[src/hdl/cau_pkg.sv]
package cau_pkg;

	// command codes carried in the input tuser
	localparam logic [1:0] CMD_ALLOC   = 2'd0;
	localparam logic [1:0] CMD_TICK    = 2'd1;
	localparam logic [1:0] CMD_CLEAR   = 2'd2;
	localparam logic [1:0] CMD_UNKNOWN = 2'd3;

	// placement strategies
	localparam logic [1:0] FIT_FIRST   = 2'd0;
	localparam logic [1:0] FIT_NEXT    = 2'd1;
	localparam logic [1:0] FIT_BEST    = 2'd2;
	localparam logic [1:0] FIT_UNKNOWN = 2'd3;

	// configuration register indexes
	localparam logic [1:0] REG_FIT_STRATEGY   = 2'd0;
	localparam logic [1:0] REG_UNITS_IN_USE   = 2'd1;
	localparam logic [1:0] REG_FRAGMENT_LIMIT = 2'd2;

	// fixed field widths
	localparam int REQ_W  = 9;
	localparam int LIFE_W = 8;

	typedef enum logic [3:0] {
		ST_IDLE   = 4'b0001,
		ST_SCAN   = 4'b0010,
		ST_UPDATE = 4'b0100,
		ST_DONE   = 4'b1000
	} state_t;

endpackage

[src/hdl/contiguous_unit_allocator.sv]
// channel | dir | signals                       | transaction
// s_axis  | in  | s_tvalid s_tready s_tdata/user | one command
// m_axis  | out | m_tvalid m_tready m_tdata      | one result per command
// cfg     | in  | cfg_valid cfg_ready index/data | one register write
//
// the store is a ring of MEM_UNITS cells that rotates one unit per cycle past a head
// allocate with nonzero size and lifetime: search rotation, then update rotation
// tick, clear, unknown, empty allocate: one update rotation
// reset clears every cell at once, no clearing pass
// a new command is taken while the previous result still waits on m_tready
module contiguous_unit_allocator #(
	parameter int MEM_UNITS     = 256,
	parameter int LIFETIME_BITS = 8
) (
	input  logic        clk,
	input  logic        arst_n,
	// command input
	input  logic        s_tvalid,
	output logic        s_tready,
	input  logic [23:0] s_tdata,  // request_size[8:0], lifetime[16:9]
	input  logic [1:0]  s_tuser,  // cmd[1:0]
	// result output
	output logic        m_tvalid,
	input  logic        m_tready,
	output logic [31:0] m_tdata,  // success[0], runs_probed[8:1], start_unit[16:9],
	                              // fragment_total[24:17]
	// register writes
	input  logic        cfg_valid,
	output logic        cfg_ready,
	input  logic [1:0]  cfg_index,
	input  logic [8:0]  cfg_data
);

	localparam int LW   = $clog2(MEM_UNITS + 1);
	localparam int AW   = $clog2(MEM_UNITS);
	localparam int CMPW = (LW > cau_pkg::REQ_W) ? LW : cau_pkg::REQ_W;
	localparam int LB   = LIFETIME_BITS;
	localparam int LXW  = (LB > cau_pkg::LIFE_W) ? LB : cau_pkg::LIFE_W;
	localparam logic [LW-1:0] N_L = LW'(MEM_UNITS);

	// configuration registers
	logic [1:0] fit_strategy_q;
	logic [8:0] units_in_use_q;
	logic [8:0] fragment_limit_q;

	// control
	cau_pkg::state_t state_q;
	logic [LW-1:0]   pos_q;
	logic [1:0]      cmd_q;
	logic [1:0]      strat_q;
	logic [8:0]      need_q;
	logic [LB-1:0]   life_q;
	logic [LW-1:0]   n_q;
	logic [LW-1:0]   cur_q;
	logic [AW-1:0]   cursor_q;

	// search results
	logic          fa_q, fb_q;
	logic [LW-1:0] wa_q, wb_q, pa_q, pb_q, best_len_q, frag_q;

	// output register
	logic        m_tvalid_q;
	logic [31:0] m_tdata_q;

	// ring
	logic [LB-1:0] cell_q [MEM_UNITS];
	logic [LB-1:0] tail_in;
	logic [LB-1:0] hv, nv;
	logic          shift_en, clr_store;

	// tracker
	logic          trk_clr, trk_en, trk_free, trk_bnd;
	logic          closed;
	logic [LW-1:0] run_len, run_start;

	// decoded input
	logic          accept;
	logic [8:0]    in_need;
	logic [7:0]    in_life;
	logic [LXW-1:0] life_x, life_max_x, life_sat_x;
	logic [LW-1:0] n_eff;
	logic [CMPW-1:0] u_x;

	logic          at_end;
	logic          next_mode, best_mode;
	logic          found_w;
	logic [LW-1:0] where_w;
	logic [LW:0]   probes_w;
	logic          fits;
	logic          in_fill;
	logic [CMPW:0] nxt;
	logic          out_free;
	logic          succ;
	logic [7:0]    probes8, start8, frag8;

	assign accept    = s_tvalid && s_tready;
	assign s_tready  = (state_q == cau_pkg::ST_IDLE);
	assign cfg_ready = 1'b1;
	assign in_need   = s_tdata[8:0];
	assign in_life   = s_tdata[16:9];
	assign m_tvalid  = m_tvalid_q;
	assign m_tdata   = m_tdata_q;

	// lifetime saturates to what a cell holds
	assign life_x     = LXW'(in_life);
	assign life_max_x = LXW'({LB{1'b1}});
	assign life_sat_x = (life_x > life_max_x) ? life_max_x : life_x;

	// managed count clamped to 1..MEM_UNITS
	assign u_x   = CMPW'(units_in_use_q);
	assign n_eff = (units_in_use_q == '0) ? LW'(1) :
	               (u_x > CMPW'(MEM_UNITS)) ? N_L : LW'(units_in_use_q);

	assign at_end    = (pos_q == N_L);
	assign next_mode = (strat_q == cau_pkg::FIT_NEXT);
	assign best_mode = (strat_q == cau_pkg::FIT_BEST);

	// combined search outcome, valid once the search rotation is over
	assign found_w  = fa_q || (next_mode && fb_q);
	assign where_w  = fa_q ? wa_q : wb_q;
	assign probes_w = (LW+1)'(pa_q) + (fa_q ? '0 : (LW+1)'(pb_q));
	assign fits     = CMPW'(run_len) >= CMPW'(need_q);

	// head value and its updated form
	assign hv      = cell_q[0];
	assign in_fill = found_w && (pos_q >= where_w) && (pos_q < n_q) &&
	                 (CMPW'(pos_q - where_w) < CMPW'(need_q));

	always_comb begin
		nv = hv;
		case (cmd_q)
			cau_pkg::CMD_ALLOC: begin
				if (in_fill) begin
					nv = life_q;
				end
			end
			cau_pkg::CMD_TICK: begin
				if ((pos_q < n_q) && (hv != '0)) begin
					nv = hv - LB'(1);
				end
			end
			default: begin
				nv = hv;
			end
		endcase
	end

	assign tail_in   = (state_q == cau_pkg::ST_UPDATE) ? nv : hv;
	assign shift_en  = ((state_q == cau_pkg::ST_SCAN) || (state_q == cau_pkg::ST_UPDATE)) &&
	                   !at_end;
	assign clr_store = accept && (s_tuser == cau_pkg::CMD_CLEAR);

	// tracker feeds: unmodified head during search, new value during update
	assign trk_clr  = accept || ((state_q == cau_pkg::ST_SCAN) && at_end);
	assign trk_en   = (state_q == cau_pkg::ST_SCAN) || (state_q == cau_pkg::ST_UPDATE);
	assign trk_free = !at_end && (pos_q < n_q) &&
	                  (((state_q == cau_pkg::ST_SCAN) && (hv == '0)) ||
	                   ((state_q == cau_pkg::ST_UPDATE) && (nv == '0)));
	// next fit splits the run that crosses the cursor
	assign trk_bnd  = (state_q == cau_pkg::ST_SCAN) && next_mode && !at_end &&
	                  (pos_q == cur_q) && (cur_q != '0);

	genvar g;
	generate
		for (g = 0; g < MEM_UNITS; g++) begin : g_ring
			if (g == MEM_UNITS - 1) begin : g_tail
				cau_cell #(.W(LB)) u_cell (
					.clk   (clk),
					.arst_n(arst_n),
					.clr   (clr_store),
					.shift (shift_en),
					.d     (tail_in),
					.q     (cell_q[g])
				);
			end else begin : g_body
				cau_cell #(.W(LB)) u_cell (
					.clk   (clk),
					.arst_n(arst_n),
					.clr   (clr_store),
					.shift (shift_en),
					.d     (cell_q[g+1]),
					.q     (cell_q[g])
				);
			end
		end
	endgenerate

	cau_run_tracker #(.LW(LW)) u_trk (
		.clk      (clk),
		.arst_n   (arst_n),
		.clr      (trk_clr),
		.en       (trk_en),
		.free     (trk_free),
		.bnd      (trk_bnd),
		.pos      (pos_q),
		.closed   (closed),
		.run_len  (run_len),
		.run_start(run_start)
	);

	// configuration writes
	always_ff @(posedge clk or negedge arst_n) begin
		if (!arst_n) begin
			fit_strategy_q   <= cau_pkg::FIT_FIRST;
			units_in_use_q   <= 9'd256;
			fragment_limit_q <= 9'd1;
		end else if (cfg_valid && cfg_ready) begin
			case (cfg_index)
				cau_pkg::REG_FIT_STRATEGY:   fit_strategy_q   <= cfg_data[1:0];
				cau_pkg::REG_UNITS_IN_USE:   units_in_use_q   <= cfg_data;
				cau_pkg::REG_FRAGMENT_LIMIT: fragment_limit_q <= cfg_data;
				default: begin
				end
			endcase
		end
	end

	// result fields
	assign out_free = !m_tvalid_q || m_tready;
	assign succ     = (cmd_q == cau_pkg::CMD_ALLOC) ? found_w :
	                  ((cmd_q == cau_pkg::CMD_TICK) || (cmd_q == cau_pkg::CMD_CLEAR));
	assign probes8  = (probes_w > (LW+1)'(255)) ? 8'd255 : 8'(probes_w);
	assign start8   = found_w ? 8'(where_w) : 8'd0;
	assign frag8    = ((LW+1)'(frag_q) > (LW+1)'(255)) ? 8'd255 : 8'(frag_q);
	assign nxt      = (CMPW+1)'(where_w) + (CMPW+1)'(need_q);

	always_ff @(posedge clk or negedge arst_n) begin
		if (!arst_n) begin
			state_q    <= cau_pkg::ST_IDLE;
			pos_q      <= '0;
			cmd_q      <= cau_pkg::CMD_ALLOC;
			strat_q    <= cau_pkg::FIT_FIRST;
			cursor_q   <= '0;
			fa_q       <= 1'b0;
			fb_q       <= 1'b0;
			pa_q       <= '0;
			pb_q       <= '0;
			frag_q     <= '0;
			m_tvalid_q <= 1'b0;
		end else begin
			// the result state reloads the output register itself
			if (m_tvalid_q && m_tready && (state_q != cau_pkg::ST_DONE)) begin
				m_tvalid_q <= 1'b0;
			end
			case (state_q)
				cau_pkg::ST_IDLE: begin
					if (accept) begin
						cmd_q   <= s_tuser;
						strat_q <= fit_strategy_q;
						need_q  <= in_need;
						life_q  <= LB'(life_sat_x);
						n_q     <= n_eff;
						cur_q   <= ((fit_strategy_q == cau_pkg::FIT_NEXT) &&
						            (LW'(cursor_q) < n_eff)) ? LW'(cursor_q) : '0;
						pos_q   <= '0;
						fa_q    <= 1'b0;
						fb_q    <= 1'b0;
						pa_q    <= '0;
						pb_q    <= '0;
						frag_q  <= '0;
						if ((s_tuser == cau_pkg::CMD_ALLOC) && (in_need != '0) &&
						    (in_life != '0)) begin
							state_q <= cau_pkg::ST_SCAN;
						end else begin
							state_q <= cau_pkg::ST_UPDATE;
						end
					end
				end
				cau_pkg::ST_SCAN: begin
					if (closed) begin
						if (best_mode) begin
							pa_q <= pa_q + LW'(1);
							if (fits && (!fa_q || (run_len < best_len_q))) begin
								fa_q       <= 1'b1;
								best_len_q <= run_len;
								wa_q       <= run_start;
							end
						end else if (next_mode && (run_start < cur_q)) begin
							if (!fb_q) begin
								pb_q <= pb_q + LW'(1);
								if (fits) begin
									fb_q <= 1'b1;
									wb_q <= run_start;
								end
							end
						end else if (!fa_q) begin
							pa_q <= pa_q + LW'(1);
							if (fits) begin
								fa_q <= 1'b1;
								wa_q <= run_start;
							end
						end
					end
					if (at_end) begin
						pos_q   <= '0;
						state_q <= cau_pkg::ST_UPDATE;
					end else begin
						pos_q <= pos_q + LW'(1);
					end
				end
				cau_pkg::ST_UPDATE: begin
					if (closed && (CMPW'(run_len) <= CMPW'(fragment_limit_q))) begin
						frag_q <= frag_q + LW'(1);
					end
					if (at_end) begin
						state_q <= cau_pkg::ST_DONE;
						if ((cmd_q == cau_pkg::CMD_ALLOC) && next_mode && found_w) begin
							cursor_q <= (nxt >= (CMPW+1)'(n_q)) ? '0 : AW'(nxt);
						end
					end else begin
						pos_q <= pos_q + LW'(1);
					end
				end
				cau_pkg::ST_DONE: begin
					if (out_free) begin
						m_tvalid_q <= 1'b1;
						m_tdata_q  <= {7'd0, frag8, start8,
						               (cmd_q == cau_pkg::CMD_ALLOC) ? probes8 : 8'd0, succ};
						state_q    <= cau_pkg::ST_IDLE;
					end
				end
				default: begin
					state_q <= cau_pkg::ST_IDLE;
				end
			endcase
		end
	end

	// ring position never runs past the closing step
	a_pos_range: assert property (@(posedge clk) disable iff (!arst_n)
		(pos_q <= N_L))
		else $error("ring position out of range");

	// the update rotation ends in the result state
	a_update_end: assert property (@(posedge clk) disable iff (!arst_n)
		((state_q == cau_pkg::ST_UPDATE) && at_end) |=> (state_q == cau_pkg::ST_DONE))
		else $error("update rotation did not finish");

	// only allocate searches
	a_scan_alloc: assert property (@(posedge clk) disable iff (!arst_n)
		(state_q == cau_pkg::ST_SCAN) |-> (cmd_q == cau_pkg::CMD_ALLOC))
		else $error("search without allocate");

	// a failed command reports no start unit
	a_fail_start: assert property (@(posedge clk) disable iff (!arst_n)
		(m_tvalid_q && !m_tdata_q[0]) |-> (m_tdata_q[16:9] == 8'd0))
		else $error("start unit on failure");

endmodule

[src/hdl/cau_cell.sv]
module cau_cell #(
	parameter int W = 8
) (
	input  logic         clk,
	input  logic         arst_n,
	input  logic         clr,
	input  logic         shift,
	input  logic [W-1:0] d,
	output logic [W-1:0] q
);

	logic [W-1:0] val_q;

	always_ff @(posedge clk or negedge arst_n) begin
		if (!arst_n) begin
			val_q <= '0;
		end else if (clr) begin
			val_q <= '0;
		end else if (shift) begin
			val_q <= d;
		end
	end

	assign q = val_q;

endmodule

[src/hdl/cau_run_tracker.sv]
module cau_run_tracker #(
	parameter int LW = 9
) (
	input  logic          clk,
	input  logic          arst_n,
	input  logic          clr,
	input  logic          en,
	input  logic          free,
	input  logic          bnd,
	input  logic [LW-1:0] pos,
	output logic          closed,
	output logic [LW-1:0] run_len,
	output logic [LW-1:0] run_start
);

	logic [LW-1:0] len_q;
	logic [LW-1:0] start_q;
	logic          open_new;

	// a run closes on a busy unit or at a split point
	assign closed    = (len_q != '0) && (!free || bnd);
	assign open_new  = free && ((len_q == '0) || bnd);
	assign run_len   = len_q;
	assign run_start = start_q;

	always_ff @(posedge clk or negedge arst_n) begin
		if (!arst_n) begin
			len_q   <= '0;
			start_q <= '0;
		end else if (clr) begin
			len_q   <= '0;
			start_q <= '0;
		end else if (en) begin
			if (!free) begin
				len_q <= '0;
			end else if (open_new) begin
				len_q   <= LW'(1);
				start_q <= pos;
			end else begin
				len_q <= len_q + LW'(1);
			end
		end
	end

endmodule
[config.mk]
export PLATFORM = sky130hd
export DESIGN_NAME = contiguous_unit_allocator
export DESIGN_NICKNAME = d
export VERILOG_FILES = /design/src/hdl/cau_pkg.sv /design/src/hdl/contiguous_unit_allocator.sv /design/src/hdl/cau_cell.sv /design/src/hdl/cau_run_tracker.sv
export SDC_FILE = /design/constraint.sdc
export NUM_CORES = 2
export LEC_CHECK = 0
export BUFFER_PORTS_ARGS = -buffer_cell sky130_fd_sc_hd__buf_4
export CAP_MARGIN = 10
export CORE_MARGIN = 2
export CORE_UTILIZATION = 25
export CTS_BUF_LIST = sky130_fd_sc_hd__clkbuf_16
export DETAILED_ROUTE_END_ITERATION = 12
export GPL_TIMING_DRIVEN = 0
export SLEW_MARGIN = 20
export SYNTH_ARGS = -nofsm -noshare
export SYNTH_HDL_FRONTEND = slang
export SYNTH_HIERARCHICAL = 1
export SYNTH_SLANG_ARGS = --single-unit
[constraint.sdc]
create_clock -name clk -period 30.4 [get_ports clk]
set_input_delay 1.52 -clock clk [delete_from_list [all_inputs] [get_ports clk]]
set_output_delay 1.52 -clock clk [all_outputs]
set_load 0.05 [all_outputs]
==> summary.md <==
| Metric | Value |
|---|---|
| Status | complete, no violations |
| Max Cap Viol | 0 |
| Switching pwr | 0.003171 W |
| Final Cell Area | between 100,000 and 150,000 um2 |
| Cell mode on critical path | a21oi_1 |
| GRT Total Usage | under 10% |
| Post-Place Cell Area | approximately 100,000 um2 |
| Clock tree buffer depth | 4 |
| Die Area | roughly 380,000 um2 |
| Pwr per Cell Area | around 92 nW/um2 |
| Async set or reset register ratio after synthesis | 96.14% |
| Vias in the first global route | roughly 56,000 |
| Sink Count | 2,227 |
| Io pins | 77 |
| FF+latch count, synth | roughly 2,200 |
| Rel. slew slack | roughly 29% |
| Critical path arrival | between 9000 and 10,000 ps |
| CP peak stage delay | between 800 and 900 ps |
| Avg WL per Cell | between 10 and 15 um |
| Placer Congestion | around 0.77 |
| Crit Path Max Fanout | 10 |
| H-tree lvl count | 4 |
| Final hold vios | 0 |
| Final wirelength | between 150,000 and 200,000 um |
| Antenna-violating nets left | 0 |
| Post-DP HPWL | around 120,000 um |
| Synth area leader | dfrtp_1 |
| Final worst path period need | between 8000 and 9000 ps |
| Clock Power Share | about a quarter |
| Highest clock rate | between 100 and 150 MHz |
| CP Capture Type | register |
| Leak | approximately 50 nW |
| Share of layout cells above drive strength 1 | under 10% |
| Hold slack | around 450 ps |
| Cells after Synth | 7,747 |
| Distinct cell type count after synthesis | between 70 and 80 |
| Slew Viols, Final | 0 |
| CP bufs+invs | 3 |
| Critical Path RT | between 30,000 and 40,000 ps |
| CTS tree | done |
| Post_cts resized | 0 |
| Sequential area share after synthesis | 59.52% |
| GRT overflow | 0 |
| Element type at the critical path start | register |
| CTS clk-pin slew, worst paths | 60 ps |
| EDFF count, synth | 86 |
| RSZ-0062 raised after global routing | false |
| Pwr Total | 0.01005 W |
| First-pass GRT wire length | 302,200 um |
| Least-Margin Pin Slew | ~1100 ps |
| Pre-Repair DR Iteration Count | 6 |
| Die width | just over 600 um |
| DRC viols | 0 |
| Area growth from synthesis to layout | 16.25% |
| Peak supply drop | 55.49 uV |
| Via density | just over 4 |
| Starting DRT DRC Count | 3,250 |
| Largest net degree at the start of global routing | around 150 |
| Critical Path Slowest Stage Cell | mux2i_1 |
| Core Area | 375,500 um2 |
| Ys flop type | dfrtp_1 |
| Hold crit path type | register to register |
| Switch share | between 30% and 40% |
| Antenna violations before repair | 8 |
| Crit Path Category | register to register |
| Hold bufs inserted after CTS | 0 |
| Syn Std Cell Area | between 90,000 and 100,000 um2 |
| Internal Dissipation | just under 0.007 W |
| Synth top area cells | dfrtp_1 (57%), mux2i_1 (22%), nor2_1 (8.4%) |
| Chip Height | 618.4 um |
| Final layout net count | roughly 8,300 |
| # port buffers | 61 |
| CP delay by family, top | compound AO/OA/AOI/OAI gates |
| Routed via count | between 50,000 and 60,000 |
| Layout Skew | approximately 100 ps |
| Final TNS setup | 0 ps |
| Synth top area share | between 50% and 60% |
| Seq pwr share | a little under half |
| # rows | around 230 |
| Starting Density | approximately 25% |
| Avg Inst Size Synth | 12.18 um2 |
| Final worst-path cycle share | 28.41% |
| Inserted Clock Buffers | 230 |
| Clock root cell | clkbuf_16 |
| Final setup viols | 0 |
| Final Util | between 20 and 30% |
| Gate power share | 27.0% |
| # Post-CTS Setup Buffers | 0 |
| Synth warnings | 6 |
| Clk Latency, worst-skew pair | just under 900 ps |
final cells by class:
type | count | area (um2)
fill | 38560 | 265900
multi-input combinational | 4892 | 33950
clock inverter | 177 | 1249
timing repair buffer | 138 | 1878
sequential | 2227 | 56160
antenna | 3 | 7.507
inverter | 89 | 334.1
clock buffer | 234 | 5856
tap | 4994 | 6248
buffer | 545 | 4008
per-stage QoR:
| stage | cells | setup slack, ps |
|---|---|---|
| after floorplan | 7753 | 9450 |
| after global placement | 12810 | -4704 |
| after detailed placement | 12890 | 21890 |
| after CTS | 13300 | 21830 |
| after global routing | 13300 | 21140 |
| final | 13300 | 21760 |
metal layers:
layer  up-vias  global-route usage [%]  share of wire (%)
met3       276                   1.604                3.7
met4         8                   2.304                2.1
met2       549                   15.12                 46
met1     26190                   12.78                 48
met5         -                       0              0.026
li1      26850                       -                  -
placed cells by master, fill, tap and decap left out, types with 17 or more instances in the layout:
cell       Yosys  layout
buf_1        259     258
nor2b_1       17      17
a21o_1        20      20
clkbuf_1      21      20
xnor2_1       17      17
nand2_1       91      91
nand2b_1      41      41
inv_1         89     137
or3_1         19      19
buf_6        257     262
mux2_2        22      22
nand3_1       29      29
a21oi_1       67      65
buf_16         0      38
clkbuf_16      0     234
o21ai_0       51      51
clkinv_1       0      63
ha_1         104     104
mux2i_1     2069    2069
dfrtp_1     2138    2138
nor2_1      2114    2113
buf_4          8      96
edfxtp_1      86      86
clkinv_2       0      34
bufinv_16      0      17
xor2_1        18      18
final timing paths:
| check | startpoint | to | slack, ps | depth (start not counted) |
|---|---|---|---|---|
| max | fa_q$_DFFE_PN0P_ | pb_q[4]$_DFFE_PN0P_ | 21760 | 26 |
| min | g_ring[107].g_body.u_cell/q[3]$_DFFE_PN0P_ | g_ring[106].g_body.u_cell/q[3]$_DFFE_PN0P_ | 450 | 2 |
| max reg2reg | fa_q$_DFFE_PN0P_ | pb_q[4]$_DFFE_PN0P_ | 21760 | 26 |
| min reg2reg | g_ring[107].g_body.u_cell/q[3]$_DFFE_PN0P_ | g_ring[106].g_body.u_cell/q[3]$_DFFE_PN0P_ | 450 | 2 |
| max in group asynchronous | arst_n | g_ring[118].g_body.u_cell/q[3]$_DFFE_PN0P_ | 27020 | 5 |
| min in group asynchronous | arst_n | pos_q[0]$_DFFE_PN0P_ | 530 | 1 |
kinds of logic after synthesis:
| logic type | after synthesis | share of synthesized area (%) |
|---|---|---|
| AND/OR/NAND/NOR | 2412 | 10.23 |
| multiplexers | 2092 | 22.22 |
| buffers and inverters | 634 | 4.599 |
| other | 2 | 0.007959 |
| adder cells (fa/ha/maj) | 107 | 1.443 |
| AO/OA/AOI/OAI | 238 | 1.647 |
| flip-flops | 2227 | 59.52 |
| XOR/XNOR | 35 | 0.3249 |
flip-flops by register name (all words and copies together) (netlist names), 4 cells and up:
name / flops
cursor_q: 8
life_q: 8
u_trk/run_len: 9
n_q: 9
m_tdata: 25
pos_q: 9
cur_q: 8
need_q: 9
u_x: 9
fragment_limit_q: 9
g_ring.g_body.u_cell/q: 2040
g_ring.g_tail.u_cell/q: 8
wb_q: 9
pb_q: 9
u_trk/run_start: 9
state_q: 4
pa_q: 9
best_len_q: 9
wa_q: 9
frag_q: 9
synth_stat cells (11+ instances only):
master    count
nor2b_1      17
inv_1        89
clkbuf_1     21
or3_1        19
xnor2_1      17
mux2_2       22
nor4_1       11
mux2i_1    2069
buf_1       259
nand3_1      29
nand2_1      91
nand2b_1     41
dfrtp_1    2138
edfxtp_1     86
nand4_1      15
ha_1        104
xor2_1       18
a21o_1       20
nor2_1     2114
a21oi_1      67
o21ai_0      51
nor3_1       17
buf_6       257
o21a_1       15
power groups by stage:
| stage | Clock, W | Combinational [W] | Sequential, W |
|---|---|---|---|
| finish | 0.00269 | 0.00271 | 0.00465 |
| global route | 0.00291 | 0.00304 | 0.00481 |
| CTS | 0.00279 | 0.00275 | 0.00468 |
| detailed placement | 0 | 0.00273 | 0.00473 |
| global placement | 0 | 0.00332 | 0.00473 |
| floorplan | 0 | 0.00260 | 0.00446 |
tightest hold or removal path, cell delays in order (launching register included):
cell and delay, ps:
dfrtp_1 340, mux2i_1 70, nor2_1 70
Note: power is estimated with default switching activity, not from simulation.
